**config.mk**
```make
export PLATFORM = sky130hd
export DESIGN_NAME = humidity_temp_frame_check_convert_core
export DESIGN_NICKNAME = d
export VERILOG_FILES = /design/src/htfcc_pkg.sv /design/src/humidity_temp_frame_check_convert_core.sv
export SDC_FILE = /design/constraint.sdc
export NUM_CORES = 1
export LEC_CHECK = 0
export BUFFER_PORTS_ARGS = -buffer_cell sky130_fd_sc_hd__buf_4
export CORE_MARGIN = 1.5
export CORE_UTILIZATION = 51
export DETAILED_ROUTE_END_ITERATION = 8
export PLACE_DENSITY = 0.68
export RECOVER_POWER = 50
export SYNTH_ARGS = -nofsm -noshare
export SYNTH_HDL_FRONTEND = slang
export SYNTH_SLANG_ARGS = --single-unit
```
**constraint.sdc**
```tcl
create_clock -name clk -period 10.8 [get_ports clk]
set_clock_uncertainty 0.2 [all_clocks]
set_input_delay 0.54 -clock clk [delete_from_list [all_inputs] [get_ports clk]]
set_output_delay 0.54 -clock clk [all_outputs]
set_load 0.01 [all_outputs]
```
**src/htfcc_pkg.sv**
```systemverilog
// ----------------------------------------------------------------------------
// htfcc_pkg
// Shared constants and helpers for the humidity/temperature frame checker:
// byte positions, CRC-8 step, scaling constants and the divide-by-65535.
// ----------------------------------------------------------------------------
package htfcc_pkg;

  // Field widths
  localparam int BYTE_W = 8;
  localparam int TICK_W = 16;
  localparam int TEMP_W = 15;
  localparam int HUM_W  = 14;
  localparam int POS_W  = 3;

  // Byte positions within one six-byte frame
  localparam logic [POS_W-1:0] POS_TEMP_MSB = 3'd0;
  localparam logic [POS_W-1:0] POS_TEMP_LSB = 3'd1;
  localparam logic [POS_W-1:0] POS_TEMP_CRC = 3'd2;
  localparam logic [POS_W-1:0] POS_HUM_MSB  = 3'd3;
  localparam logic [POS_W-1:0] POS_HUM_LSB  = 3'd4;
  localparam logic [POS_W-1:0] POS_HUM_CRC  = 3'd5;

  // CRC-8 settings
  localparam logic [BYTE_W-1:0] CRC_POLY = 8'h31;
  localparam logic [BYTE_W-1:0] CRC_INIT = 8'hFF;

  // Scaling constants, in hundredths
  localparam logic [31:0]       TEMP_SPAN   = 32'd17500;
  localparam logic [31:0]       HUM_SPAN    = 32'd12500;
  localparam logic signed [15:0] TEMP_OFFSET = 16'sd4500;
  localparam logic [HUM_W-1:0]  HUM_OFFSET  = 14'd600;
  localparam logic [HUM_W-1:0]  HUM_MAX     = 14'd10000;
  localparam logic signed [TEMP_W-1:0] TEMP_MIN_C = -15'sd4500;
  localparam logic signed [TEMP_W-1:0] TEMP_MAX_C = 15'sd13000;

  // Feed one byte into the CRC-8, msb first
  function automatic logic [BYTE_W-1:0] crc8_feed(input logic [BYTE_W-1:0] crc,
                                                  input logic [BYTE_W-1:0] b);
    logic [BYTE_W-1:0] c;
    c = crc ^ b;
    for (int i = 0; i < BYTE_W; i++) begin
      if (c[BYTE_W-1]) begin
        c = {c[BYTE_W-2:0], 1'b0} ^ CRC_POLY;
      end else begin
        c = {c[BYTE_W-2:0], 1'b0};
      end
    end
    return c;
  endfunction

  // floor(x / 65535) for quotients below 65536: (x + (x >> 16) + 1) >> 16
  function automatic logic [15:0] div_65535(input logic [31:0] x);
    logic [31:0] s;
    s = x + {16'd0, x[31:16]} + 32'd1;
    return s[31:16];
  endfunction

endpackage

```
**src/humidity_temp_frame_check_convert_core.sv**
```systemverilog
// ----------------------------------------------------------------------------
// humidity_temp_frame_check_convert_core
// CRC-checked six-byte sensor frame to temperature and humidity in hundredths.
// ----------------------------------------------------------------------------
// Usage:
//   The in_ channel carries one response byte per beat, in frame order: temp
//   msb, temp lsb, temp crc, hum msb, hum lsb, hum crc. Each word is checked
//   with CRC-8 (poly 0x31, init 0xFF). The out_ channel carries one result
//   beat per frame, produced by the sixth byte.
//   Timing: a byte is taken into the input register when accepted and processed
//   from there into the frame state; the sixth byte loads the result register,
//   which drives out_valid. One byte per cycle is sustained while the result
//   beat is taken in time; the CRC step and the constant scaling settle in
//   the single stage between the input and result registers.
//   On a CRC error out_crc_error is set and the last good readings are
//   repeated (zero before the first good frame).
//   Reset returns the byte position to the frame start, clears the held
//   readings and empties both registers. There is no resync other than reset.
//   When the receiver stalls, the result register holds; bytes keep flowing
//   until the next frame's sixth byte, which waits in the input register with
//   in_ready low until the result beat is taken.
// ----------------------------------------------------------------------------
module humidity_temp_frame_check_convert_core (
  input  logic                                     clk,
  input  logic                                     rst_n,
  input  logic                                     in_valid,
  output logic                                     in_ready,
  input  logic [htfcc_pkg::BYTE_W-1:0]             in_data_byte,
  output logic                                     out_valid,
  input  logic                                     out_ready,
  output logic signed [htfcc_pkg::TEMP_W-1:0]      out_temperature_centi,
  output logic [htfcc_pkg::HUM_W-1:0]              out_humidity_centi,
  output logic                                     out_crc_error
);

  // Input register
  logic                          s1_valid_r;
  logic [htfcc_pkg::BYTE_W-1:0]  s1_byte_r;

  // Frame state
  logic [htfcc_pkg::POS_W-1:0]   pos_r,        pos_nxt;
  logic [htfcc_pkg::BYTE_W-1:0]  crc_r,        crc_nxt;
  logic [htfcc_pkg::TICK_W-1:0]  temp_ticks_r, temp_ticks_nxt;
  logic                          temp_ok_r,    temp_ok_nxt;
  logic [htfcc_pkg::TICK_W-1:0]  hum_ticks_r,  hum_ticks_nxt;
  logic signed [htfcc_pkg::TEMP_W-1:0] held_temp_r, held_temp_nxt;
  logic [htfcc_pkg::HUM_W-1:0]   held_hum_r,   held_hum_nxt;

  // Result register
  logic                          out_valid_r;
  logic signed [htfcc_pkg::TEMP_W-1:0] out_temp_r;
  logic [htfcc_pkg::HUM_W-1:0]   out_hum_r;
  logic                          out_err_r;

  logic [htfcc_pkg::POS_W-1:0]   pos_eff;
  logic                          s1_last;
  logic                          s1_fire;
  logic                          out_free;
  logic [htfcc_pkg::BYTE_W-1:0]  crc_step;
  logic                          hum_ok;
  logic                          frame_ok;
  logic [31:0]                   temp_prod;
  logic [31:0]                   hum_prod;
  logic [15:0]                   temp_q;
  logic [15:0]                   hum_q;
  logic signed [15:0]            temp_full;
  logic [htfcc_pkg::HUM_W-1:0]   hum_conv;

  // Treat a stray position as the start of a new frame
  assign pos_eff = (pos_r > htfcc_pkg::POS_HUM_CRC) ? htfcc_pkg::POS_TEMP_MSB : pos_r;
  assign s1_last = (pos_eff == htfcc_pkg::POS_HUM_CRC);

  // Advance the stage unless a result would overwrite one still waiting
  assign out_free = !out_valid_r || out_ready;
  assign s1_fire  = s1_valid_r && (!s1_last || out_free);
  assign in_ready = !s1_valid_r || s1_fire;

  // CRC step, seeded from init on the first byte of each word
  assign crc_step = htfcc_pkg::crc8_feed(
      ((pos_eff == htfcc_pkg::POS_TEMP_MSB) || (pos_eff == htfcc_pkg::POS_HUM_MSB))
        ? htfcc_pkg::CRC_INIT : crc_r,
      s1_byte_r);

  assign hum_ok   = (s1_byte_r == crc_r);
  assign frame_ok = temp_ok_r && hum_ok;

  // Scale the ticks: span * ticks / 65535, then offset; humidity is also clamped
  assign temp_prod = {16'd0, temp_ticks_r} * htfcc_pkg::TEMP_SPAN;
  assign hum_prod  = {16'd0, hum_ticks_r} * htfcc_pkg::HUM_SPAN;
  assign temp_q    = htfcc_pkg::div_65535(temp_prod);
  assign hum_q     = htfcc_pkg::div_65535(hum_prod);
  assign temp_full = $signed(temp_q) - htfcc_pkg::TEMP_OFFSET;

  always_comb begin
    if (hum_q[htfcc_pkg::HUM_W-1:0] < htfcc_pkg::HUM_OFFSET) begin
      hum_conv = '0;
    end else if ((hum_q[htfcc_pkg::HUM_W-1:0] - htfcc_pkg::HUM_OFFSET) > htfcc_pkg::HUM_MAX) begin
      hum_conv = htfcc_pkg::HUM_MAX;
    end else begin
      hum_conv = hum_q[htfcc_pkg::HUM_W-1:0] - htfcc_pkg::HUM_OFFSET;
    end
  end

  // Next frame state for the byte in the input register
  always_comb begin
    crc_nxt        = crc_r;
    temp_ticks_nxt = temp_ticks_r;
    temp_ok_nxt    = temp_ok_r;
    hum_ticks_nxt  = hum_ticks_r;
    held_temp_nxt  = held_temp_r;
    held_hum_nxt   = held_hum_r;
    pos_nxt        = s1_last ? htfcc_pkg::POS_TEMP_MSB : pos_eff + 3'd1;
    case (pos_eff)
      htfcc_pkg::POS_TEMP_MSB: begin
        crc_nxt        = crc_step;
        temp_ticks_nxt = {s1_byte_r, 8'd0};
      end
      htfcc_pkg::POS_TEMP_LSB: begin
        crc_nxt        = crc_step;
        temp_ticks_nxt = {temp_ticks_r[15:8], s1_byte_r};
      end
      htfcc_pkg::POS_TEMP_CRC: begin
        temp_ok_nxt = (s1_byte_r == crc_r);
        crc_nxt     = htfcc_pkg::CRC_INIT;
      end
      htfcc_pkg::POS_HUM_MSB: begin
        crc_nxt       = crc_step;
        hum_ticks_nxt = {s1_byte_r, 8'd0};
      end
      htfcc_pkg::POS_HUM_LSB: begin
        crc_nxt       = crc_step;
        hum_ticks_nxt = {hum_ticks_r[15:8], s1_byte_r};
      end
      htfcc_pkg::POS_HUM_CRC: begin
        crc_nxt = htfcc_pkg::CRC_INIT;
        if (frame_ok) begin
          held_temp_nxt = temp_full[htfcc_pkg::TEMP_W-1:0];
          held_hum_nxt  = hum_conv;
        end
      end
      default: begin
        crc_nxt = crc_r;
      end
    endcase
  end

  // Hold the incoming byte in the input register
  always_ff @(posedge clk) begin
    if (!rst_n) begin
      s1_valid_r <= 1'b0;
    end else if (in_ready) begin
      s1_valid_r <= in_valid;
    end
  end

  always_ff @(posedge clk) begin
    if (in_ready && in_valid) begin
      s1_byte_r <= in_data_byte;
    end
  end

  // Update frame state when the stage advances
  always_ff @(posedge clk) begin
    if (!rst_n) begin
      pos_r        <= htfcc_pkg::POS_TEMP_MSB;
      crc_r        <= htfcc_pkg::CRC_INIT;
      temp_ticks_r <= '0;
      temp_ok_r    <= 1'b0;
      hum_ticks_r  <= '0;
      held_temp_r  <= '0;
      held_hum_r   <= '0;
    end else if (s1_fire) begin
      pos_r        <= pos_nxt;
      crc_r        <= crc_nxt;
      temp_ticks_r <= temp_ticks_nxt;
      temp_ok_r    <= temp_ok_nxt;
      hum_ticks_r  <= hum_ticks_nxt;
      held_temp_r  <= held_temp_nxt;
      held_hum_r   <= held_hum_nxt;
    end
  end

  // Load the result beat on the sixth byte; drop it once taken
  always_ff @(posedge clk) begin
    if (!rst_n) begin
      out_valid_r <= 1'b0;
    end else if (s1_fire && s1_last) begin
      out_valid_r <= 1'b1;
    end else if (out_ready) begin
      out_valid_r <= 1'b0;
    end
  end

  always_ff @(posedge clk) begin
    if (s1_fire && s1_last) begin
      out_temp_r <= held_temp_nxt;
      out_hum_r  <= held_hum_nxt;
      out_err_r  <= !frame_ok;
    end
  end

  assign out_valid             = out_valid_r;
  assign out_temperature_centi = out_temp_r;
  assign out_humidity_centi    = out_hum_r;
  assign out_crc_error         = out_err_r;

endmodule

```
==> Word-level counts from Yosys, hierarchy flattened <==
Cells that the tools add are included.
{ "classes": {"n_addsub": 7, "mul": 2, "div_mod_pow": 0, "n_lt_le_gt_ge": 3, "eq_ne": 6, "shifts": 0, "mux": 22, "bitwise": 11, "n_reduce_logical": 25} }
{ "op_table": {"columns": ["cell", "n"], "rows": [
  ["$pmux W16 S2", 2],
  ["$mux W14", 4],
  ["$mux W6", 8],
  ["$add A31 B1 Y31 const B", 1],
  ["$add A31 B15 Y31", 1],
  ["$add A30 B1 Y30 const B", 1],
  ["$add A30 B14 Y30", 1],
  ["$mux W15", 2],
  ["$mul A16 B13 Y29 const B", 1],
  ["$mul A16 B12 Y28 const B", 1],
  ["$not A3 Y3", 8],
  ["$pmux W8 S2", 1],
  ["$sub A15 B14 Y15 const B", 1],
  ["$gt A14 B14 Y1 const B", 1],
  ["$lt A14 B10 Y1 const B", 1],
  ["$sub A14 B10 Y14 const B", 1],
  ["$eq A8 B8 Y1", 1],
  ["$mux W8", 1],
  ["$reduce_and A2 Y1", 4],
  ["$reduce_bool A2 Y1", 4],
  ["$xor A8 B8 Y8", 1],
  ["$eq A3 B2 Y1 const B", 2],
  ["$eq A3 B3 Y1 const B", 2],
  ["$mux W3", 2],
  ["12 further kinds", 24]
]} }
{ "word_totals": {"reg_bits": 113, "latch_bits": 0, "ram_bits": 0, "romBits": 0, "in_bits": 12, "output_inout_bits": 32, "wordCells": 91, "memories": 0} }

==> Logic depth before layout (Yosys ltp) <==
Gate-level depths: netlist of the first run.
{ "depth": {"word_depth": 23, "mapped_depth": 36, "mapped_depth_nobuf": 36} }

==> Worst setup path after synthesis of the first run <==
OpenSTA, ideal clock, no wires.
{ "synth_timing": {"kind": "register to register", "startpoint": "register hum_ticks_r[12] (netlist bit)", "endpoint": "register out_hum_r, in the netlist out_humidity_centi[5], data pin", "setup_time_ns": 0.265, "t_arrival_ns": 7.616, "t_required_ns": 10.335, "path_slack_ns": 2.720, "path_stages_with_launch": 34, "path_buffers": 2, "synth_period_minus_slack_ns": 8.080, "path_cell_list": "dfxtp_1 -> ha_1 -> ha_1 -> inv_1 -> fa_1 -> inv_1 -> fa_1 -> inv_1 -> fa_1 -> inv_1 -> ha_1 -> buf_2 -> and3_1 -> and2_1 -> nand3_1 -> a21oi_1 -> o31ai_1 -> nand2b_1 -> xnor2_1 -> inv_1 -> ha_1 -> a21o_1 -> a21o_1 -> a21oi_1 -> nor3_1 -> nand4_1 -> a2111oi_4 -> xor2_1 -> o32ai_1 -> o31ai_4 -> xnor2_1 -> o41ai_4 -> buf_6 -> o31ai_1"} }
{ "synth_between": {"elab_chain_len": 9, "word_cells_on_any_way": 10, "classes_between": "3 x add/sub; 1 x mul; 2 x order compare; 4 x mux"} }
{ "synth_rtl": {"columns": ["element", "line", "source"], "rows": [
  ["start, declared", "humidity_temp_frame_check_convert_core.sv:45", "logic [htfcc_pkg::TICK_W-1:0] hum_ticks_r, hum_ticks_nxt;"],
  ["start signal, assigned", "humidity_temp_frame_check_convert_core.sv:177", "hum_ticks_r <= hum_ticks_nxt;"],
  ["$mul A16 B12 Y28 (*)", "humidity_temp_frame_check_convert_core.sv:89", "assign hum_prod = {16'd0, hum_ticks_r} * htfcc_pkg::HUM_SPAN;"],
  ["$add A30 B14 Y30 (*)", "htfcc_pkg.sv:54", "s = x + {16'd0, x[31:16]} + 32'd1;"],
  ["$add A30 B1 Y30 (*)", "htfcc_pkg.sv:54", null],
  ["$sub A14 B10 Y14", "humidity_temp_frame_check_convert_core.sv:97, humidity_temp_frame_check_convert_core.sv:100", null],
  ["$gt A14 B14 Y1", "humidity_temp_frame_check_convert_core.sv:97", "end else if ((hum_q[htfcc_pkg::HUM_W-1:0] - htfcc_pkg::HUM_OFFSET) > htfcc_pkg::HUM_MAX) begin"],
  ["$mux W14", "humidity_temp_frame_check_convert_core.sv:97", null],
  ["$mux W14 (*)", "humidity_temp_frame_check_convert_core.sv:95", "if (hum_q[htfcc_pkg::HUM_W-1:0] < htfcc_pkg::HUM_OFFSET) begin"],
  ["$mux W14 (*)", "humidity_temp_frame_check_convert_core.sv:136", "if (frame_ok) begin"],
  ["$mux W14 (*)", "humidity_temp_frame_check_convert_core.sv:113", "case (pos_eff)"],
  ["named net held_hum_nxt (one bit)", "humidity_temp_frame_check_convert_core.sv:47", "logic [htfcc_pkg::HUM_W-1:0] held_hum_r, held_hum_nxt;"],
  ["end signal, assigned", "humidity_temp_frame_check_convert_core.sv:197", "out_hum_r <= held_hum_nxt;"],
  ["end, declared", "humidity_temp_frame_check_convert_core.sv:52", "logic [htfcc_pkg::HUM_W-1:0] out_hum_r;"]
]} }
Mark *: on every way through the listed nets, which the timed path passes. The rest lies on a longest branch.
A chain may end at the register's enable or synchronous reset.

==> Final worst setup path of the first run <==
{ "layout_timing": {"startpoint": "register hum_ticks_r[2] (netlist bit)", "endpoint": "register out_hum_r, in the netlist out_humidity_centi[7], data pin"} }
The elaborated chain is that of the path after synthesis.

==> key figures, run 1 <==
Run status
  – Status: complete, no violations

Floorplanning
  – Die ar.: ~28000 sq um
  – Initial core utilization: 0.518
  – Boundary Pins: 44
  – Die W: about 170 um
  – Die Ht: between 150 and 200 um
  – Core region area: about 27000 sq um
  – # rows: 60

GRT
  – GRT Residual Overflow: 0
  – Vias in the first global route: 10590
  – First-pass GRT wire length: between 50 and 60 mm
  – Largest net degree at the start of global routing: 51
  – GRT Total Usage: 0.230
  – Initial antenna violation count: 0

Placement
  – Placed Area: around 15000 sq um
  – Placed wire-length estimate: ~26 mm
  – PortBufs: 43
  – Pre-CTS WS: ~1.7 ns
  – Gpl congestion: between 0.9 and 1

Finish
  – Final nets: just under 2000
  – Antenna cell count: 0
  – Post-layout util: 0.561
  – Share of cells above drive strength 1: 0.0741
  – Finished Cell Area: roughly 15000 sq um
  – Area grow syn2layout: 8.30%

Flow run
  – Max Cap Viol: 0

Critical path
  – Critical R2R Capture: out_humidity_centi[7]$_DFFE_PP_
  – Critical Path Sink Type: flip-flop
  – CP required: 10.74 ns
  – Most used cell, CP: ha_1
  – R2R depth: 31
  – CP max FO: 16
  – Worst reg2reg startpoint: hum_ticks_r[2]$_SDFFE_PN0P_
  – CP peak stage delay: 0.94 ns
  – Critical path arrival: about 9.2 ns
  – Slowest-stage cell, CP: o41ai_4
  – Crit Path Category: reg -> reg
  – Setup crit start kind: flip-flop
  – R2R Setup Slk: approximately 1.6 ns

CTS
  – Clock sink total: between 100 and 150
  – Maximum clock path buffer count: 2
  – CTS Hold Buffers Added: 0
  – Root Driver: clkbuf_16
  – PostCTS Resize Cnt: 0
  – Cts bufs inserted: 17
  – H-tree Lvls: 4
  – Post-CTS setup buffers: 0
  – Insertion delay to the later sink of the worst-skew pair: about 0.42 ns
  – CTS tree: yes
  – Clock-pin slew on the worst setup and hold paths: around 0.060 ns

Logic synthesis
  – Most common cell in the netlist: inv_1
  – Mapped cell area: about 14000 sq um
  – Top post-synthesis cells by count: 256 x inv_1, 231 x ha_1, 130 x nand2_1
  – Top cell type's share of synthesized area: 0.208
  – Syn Nets: approximately 1900
  – Synth async-reset ratio: 0
  – Post-synth EDFFs: 38
  – Post-Synthesis Cells: about 1600
  – Yosys warns: 0
  – Area leader, netlist: ha_1
  – Post-synthesis register bit count: around 110
  – Top post-synthesis cells by area: ha_1 21%, fa_1 12%, dfxtp_1 11%
  – Post-synthesis cell type count: ~110
  – Seq/Total Area, Yosys: 0.190
  – Syn Area/Cell: around 8.8 sq um
  – Main flop type after synthesis: dfxtp_1

Min path
  – Hold Crit Depth: 1
  – HP Start: in_data_byte[4]
  – Hold Crit Class: in -> reg
  – Hold Path Sink: s1_byte_r[4]$_DFFE_PP_

Pwr
  – VDD IR-drop max: 0.0901 mV
  – Power Density: 89.9 nW/um^2
  – Leakage Power: approximately 7.5 nW

Route
  – Wire per inst: 16.1 um
  – DR iter-0 viols: 634
  – Vias per cell: about 5.5
  – WL final: roughly 32 mm
  – DR DRC count: 0
  – First drt pass iteration count: 5
  – Detailed-route via count: ~11000
  – Antenna-violating nets left: 0

STA
  – Final period util: 0.856
  – Final Max Tran Viols: 0
  – Setup ws final: 1.55 ns
  – Max Fclk: roughly 110 MHz
  – Unrepaired setup endpoints after global routing: false
  – Tmin final: 9.25 ns
  – Final setup TNS: 0 ns
  – Max transition margin: 0.343
  – Setup Viol. Count Final: 0
  – Final count of hold timing violations: 0
  – Worst Max-Slew Pin Slew: ~1 ns
[worst max-delay path, delay by kind of cell (launching register included)]
family | cells | cell delay (ns)
buffers and inverters | 3 | 0.32
AND/OR/NAND/NOR | 4 | 0.79
AO/OA/AOI/OAI | 13 | 3.41
flip-flops | 1 | 0.48
XOR/XNOR | 4 | 1.07
adder cells (fa/ha/maj) | 7 | 2.64
[routing by layer]
layer  wire, um  GRT usage  vias to the layer above
met5          0          0                        -
li1           -          -                     5461
met4        433     0.0512                        0
met2      14400      0.373                      234
met3       1450     0.0322                       34
met1      15300      0.325                     5111
[cell families after synthesis]
group	count (synthesis)	share of synthesized area
mux	23	0.0169
fa+ha+maj	318	0.331
xor+xnor	105	0.0682
simple gates	394	0.136
buf+inv	304	0.0838
flops	113	0.190
compound gates	323	0.174
[flip-flops by register name, indices dropped and copies added, names as in the netlist]
| name | count |
|---|---|
| held_temp_r | 15 |
| temp_ok_r | 1 |
| temp_ticks_r | 16 |
| held_hum_r | 14 |
| pos_r | 3 |
| crc_r | 8 |
| out_temperature_centi | 15 |
| s1_valid_r | 1 |
| s1_byte_r | 8 |
| out_humidity_centi | 14 |
| out_crc_error | 1 |
| out_valid | 1 |
| hum_ticks_r | 16 |
[worst max-delay path by stage]
stage	start	endpoint	slack (ns)
5_1_grt	hum_ticks_r[2]$_SDFFE_PN0P_	out_humidity_centi[7]$_DFFE_PP_	1.02
4_1_cts	hum_ticks_r[2]$_SDFFE_PN0P_	out_humidity_centi[7]$_DFFE_PP_	1.60
2_1_floorplan	hum_ticks_r[12]$_SDFFE_PN0P_	out_humidity_centi[5]$_DFFE_PP_	2.72
6_report	hum_ticks_r[2]$_SDFFE_PN0P_	out_humidity_centi[7]$_DFFE_PP_	1.55
3_5_place_dp	hum_ticks_r[2]$_SDFFE_PN0P_	out_humidity_centi[7]$_DFFE_PP_	1.66
3_3_place_gp	hum_ticks_r[2]$_SDFFE_PN0P_	out_humidity_centi[7]$_DFFE_PP_	1.98
[cell usage in the layout (no fill, tap or decap), types with 40 or more instances in the layout]
cell type / count
nor2_1: 101
nand3_1: 40
fa_1: 85
nand2_1: 130
xnor2_1: 75
dfxtp_1: 75
o21ai_0: 57
inv_1: 256
ha_1: 231
a21oi_1: 89
[layout make-up]
type                    instances  area (sq um)
fillers                      2441         11800
multi-input cells            1163         10100
flip-flops and latches        113          2640
inverters                     260           976
clock buffers                  18           429
well taps                     341           427
repair buffers                 51           263
clock inverters                14           228
[metrics by stage]
| step | std cells | power [W] | hold slack, ns |
|---|---|---|---|
| finish | 1960 | 0.00136 | 0.120 |
| global route | 1960 | 0.00142 | 0.106 |
| CTS | 1960 | 0.00136 | 0.0919 |
| detailed placement | 1928 | 0.000733 | 0.240 |
| global placement | 1928 | 0.000729 | 0.234 |
| floorplan | 1580 | 0.000672 | 0.225 |
[power breakdown]
group	switching, W	internal, W	total (W)
Clock	0.000216	0.000413	0.000629
Combinational	0.000151	0.000109	0.000260
Sequential	0.0000201	0.000447	0.000467
Total	0.000387	0.000969	0.00136
(Power assumes the default switching activity.)
==> inputs of run 2 (changes only) <==
Settings changed: CORE_UTILIZATION 51 to 55, PLACE_DENSITY 0.68 to 0.73.
==> run 2 against run 1 <==
Against the previous run: flip-flop and latch count did not move; the flow now finishes with violations (capacitance limit, slew limit); power shrank 5.9%; wire length is 2.3% lower; utilization up 3.7 points; first-iteration DRC count up 22%.
==> key figures, run 2 (synthesized netlist as in run 1, its figures left out) <==
Pwr
  – Leakage Power: 7.49 nW (was 7.53 nW)
  – Power Density: 85.2 nW/um^2 (was 89.9 nW/um^2)
  – Total power: 0.00128 W (was 0.00136 W)
  – VDD IR-drop max: 0.105 mV (was 0.0901 mV)

STA
  – Max transition margin: -0.160 (was 0.343)
  – Setup Viol. Count Final: 0 (unchanged)
  – Unrepaired setup endpoints after global routing: false (unchanged)
  – Tmin final: 9.20 ns (was 9.25 ns)
  – Final count of hold timing violations: 0 (unchanged)
  – Final Max Tran Viols: 31 (was 0)
  – Final setup TNS: 0 ns (unchanged)
  – Final period util: 0.851 (was 0.856)
  – Setup ws final: 1.60 ns (was 1.55 ns)
  – Worst Max-Slew Pin Slew: 1.74 ns (was 0.976 ns)
  – Max Fclk: 109 MHz (was 108 MHz)

Min path
  – Hold Crit Class: in -> reg (unchanged)
  – HP Start: in_data_byte[4] (unchanged)
  – Hold Crit Depth: 1 (unchanged)
  – Hold Path Sink: s1_byte_r[4]$_DFFE_PP_ (unchanged)

CTS
  – Maximum clock path buffer count: 2 (unchanged)
  – Clock-pin slew on the worst setup and hold paths: 0.06 ns (about the same)
  – Cts bufs inserted: 17 (unchanged)
  – Root Driver: clkbuf_16 (unchanged)
  – Post-CTS setup buffers: 0 (unchanged)
  – PostCTS Resize Cnt: 0 (unchanged)
  – H-tree Lvls: 4 (unchanged)
  – Clock sink total: 113 (unchanged)
  – Insertion delay to the later sink of the worst-skew pair: 0.41 ns (was 0.42 ns)
  – CTS Hold Buffers Added: 0 (unchanged)
  – CTS tree: yes (unchanged)

Critical path
  – CP max FO: 16 (unchanged)
  – Critical path arrival: 9.12 ns (was 9.18 ns)
  – CP Buf/Inv Count: 3 (unchanged)
  – R2R depth: 31 (unchanged)
  – Crit Path Category: reg -> reg (unchanged)
  – Most used cell, CP: ha_1 (unchanged)
  – Cell family with most CP delay: compound AO/OA/AOI/OAI gates (unchanged)
  – CP required: 10.72 ns (was 10.74 ns)
  – CP peak stage delay: 0.80 ns (was 0.94 ns)
  – Critical Path Sink Type: flip-flop (unchanged)
  – Slowest-stage cell, CP: o41ai_4 (unchanged)
  – R2R Setup Slk: 1.60 ns (was 1.55 ns)
  – Worst reg2reg startpoint: hum_ticks_r[3]$_SDFFE_PN0P_ (was hum_ticks_r[2]$_SDFFE_PN0P_)
  – Critical R2R Capture: out_humidity_centi[7]$_DFFE_PP_ (unchanged)
  – Setup crit start kind: flip-flop (unchanged)

Route
  – Vias per cell: 5.61 (was 5.53)
  – WL final: 30.8 mm (was 31.6 mm)
  – DRT met1 WL: 14.8 mm (was 15.3 mm)
  – DR DRC count: 0 (unchanged)
  – Met2 WL: 14.4 mm (about the same)
  – DR iter-0 viols: 776 (was 634)
  – Antenna-violating nets left: 0 (unchanged)
  – Max layer used: met4 (unchanged)
  – First drt pass iteration count: 5 (unchanged)
  – Detailed-route via count: 10931 (was 10840)
  – Met3 wire length: 1.31 mm (was 1.45 mm)
  – Wire per inst: 15.8 um (was 16.1 um)

Floorplanning
  – # rows: 58 (was 60)
  – Initial core utilization: 0.556 (was 0.518)
  – Die Ht: 162 um (was 168 um)
  – Die ar.: 26300 sq um (was 28300 sq um)
  – Core region area: 25000 sq um (was 26900 sq um)
  – Die W: 162 um (was 168 um)
  – Boundary Pins: 44 (unchanged)

Finish
  – Biggest regs: hum_ticks_r: 16 flops, temp_ticks_r: 16 flops (unchanged)
  – Final cell count without fillers: 1949 (was 1960)
  – Share of cells above drive strength 1: 0.0710 (was 0.0741)
  – Most frequent cells in the layout: 256 x inv_1, 231 x ha_1, 130 x nand2_1, 101 x nor2_1, 89 x a21oi_1 (unchanged)
  – Register Area: 2640 sq um (unchanged)
  – Commonest non-fill, non-tap cell in the layout: inv_1 (unchanged)
  – Area of the multi-input gates: 10100 sq um (unchanged)
  – Area grow syn2layout: 7.61% (was 8.30%)
  – Antenna cell count: 0 (unchanged)
  – Fillcell total: 2197 (was 2441)
  – Final nets: 1934 (unchanged)

Placement
  – Placed wire-length estimate: 25.1 mm (was 25.6 mm)
  – Gpl congestion: 0.898 (was 0.902)
  – Placed cells: 1917 (was 1928)
  – Pre-CTS WS: 1.68 ns (was 1.66 ns)
  – PortBufs: 43 (unchanged)

GRT
  – GRT Total Usage: 0.239 (was 0.230)
  – Largest net degree at the start of global routing: 51 (unchanged)
  – Initial antenna violation count: 0 (unchanged)
  – First-pass GRT wire length: 50.8 mm (was 52.6 mm)
  – Vias in the first global route: 10413 (was 10590)
  – GRT Residual Overflow: 0 (unchanged)

Run status
  – Failing checks: capacitance limit, slew limit
  – Status: complete, but fails checks (was complete, no violations)

Flow run
  – Max Cap Viol: 1 (was 0)
-- run 2: cell types whose count changed in the layout (fill, tap and decap cells not counted), sizes merged --
cell,before,now
clkbuf,58,61
inv,262,259
clkinvlp,1,2
buf,11,10
clkinv,6,8
bufinv,5,3
-- run 2: cell type report --
cell class              instances  area share
clock buffers                  20      0.0291
multi-input cells            1163       0.675
well taps                     330      0.0276
inverters                     260      0.0651
clock inverters                12     0.00944
repair buffers                 51      0.0173
flip-flops and latches        113       0.176
-- run 2: through the flow --
stage               area, sq um  utilization  hold slack, ns
detailed placement        14500        0.580           0.244
global route              15000        0.598           0.113
global placement          14500        0.580           0.234
finish                    15000        0.598           0.124
CTS                       15100        0.603          0.0927
floorplan                 13900            -           0.225
-- run 2: per-layer routing --
layer / vias up / GRT usage
met5: - / 0
met4: 0 / 0.0475
met3: 28 / 0.0335
met2: 263 / 0.398
met1: 5187 / 0.332
li1: 5453 / -
-- run 2: worst max-delay path by stage --
stage | slack (ns) | startpoint | endpoint | cells after the start
after global placement | 1.97 | hum_ticks_r[13]$_SDFFE_PN0P_ | out_humidity_centi[7]$_DFFE_PP_ | 31
after CTS | 1.68 | hum_ticks_r[3]$_SDFFE_PN0P_ | out_humidity_centi[7]$_DFFE_PP_ | 31
final | 1.60 | hum_ticks_r[3]$_SDFFE_PN0P_ | out_humidity_centi[7]$_DFFE_PP_ | 31
after floorplan | 2.72 | hum_ticks_r[12]$_SDFFE_PN0P_ | out_humidity_centi[5]$_DFFE_PP_ | 33
after global routing | 0.92 | hum_ticks_r[14]$_SDFFE_PN0P_ | out_humidity_centi[7]$_DFFE_PP_ | 31
after detailed placement | 1.68 | hum_ticks_r[3]$_SDFFE_PN0P_ | out_humidity_centi[7]$_DFFE_PP_ | 31
-- run 2: worst reg2reg max path: cells and delay by family (launching register included) --
| family | cells | cell delay [ns] |
|---|---|---|
| adders and majority gates | 7 | 2.62 |
| xor gates and xnor gates | 3 | 0.89 |
| AOI/OAI and AO/OA | 12 | 2.75 |
| buffers and inverters | 3 | 0.33 |
| DFF | 1 | 0.43 |
| and+or+nand+nor | 6 | 1.69 |
-- run 2: where the power goes --
group	internal, W	switching (W)	leakage, nW
logic	0.000108	0.000149	6.29
clock network	0.000359	0.000192	0.279
registers	0.000448	0.0000203	0.921
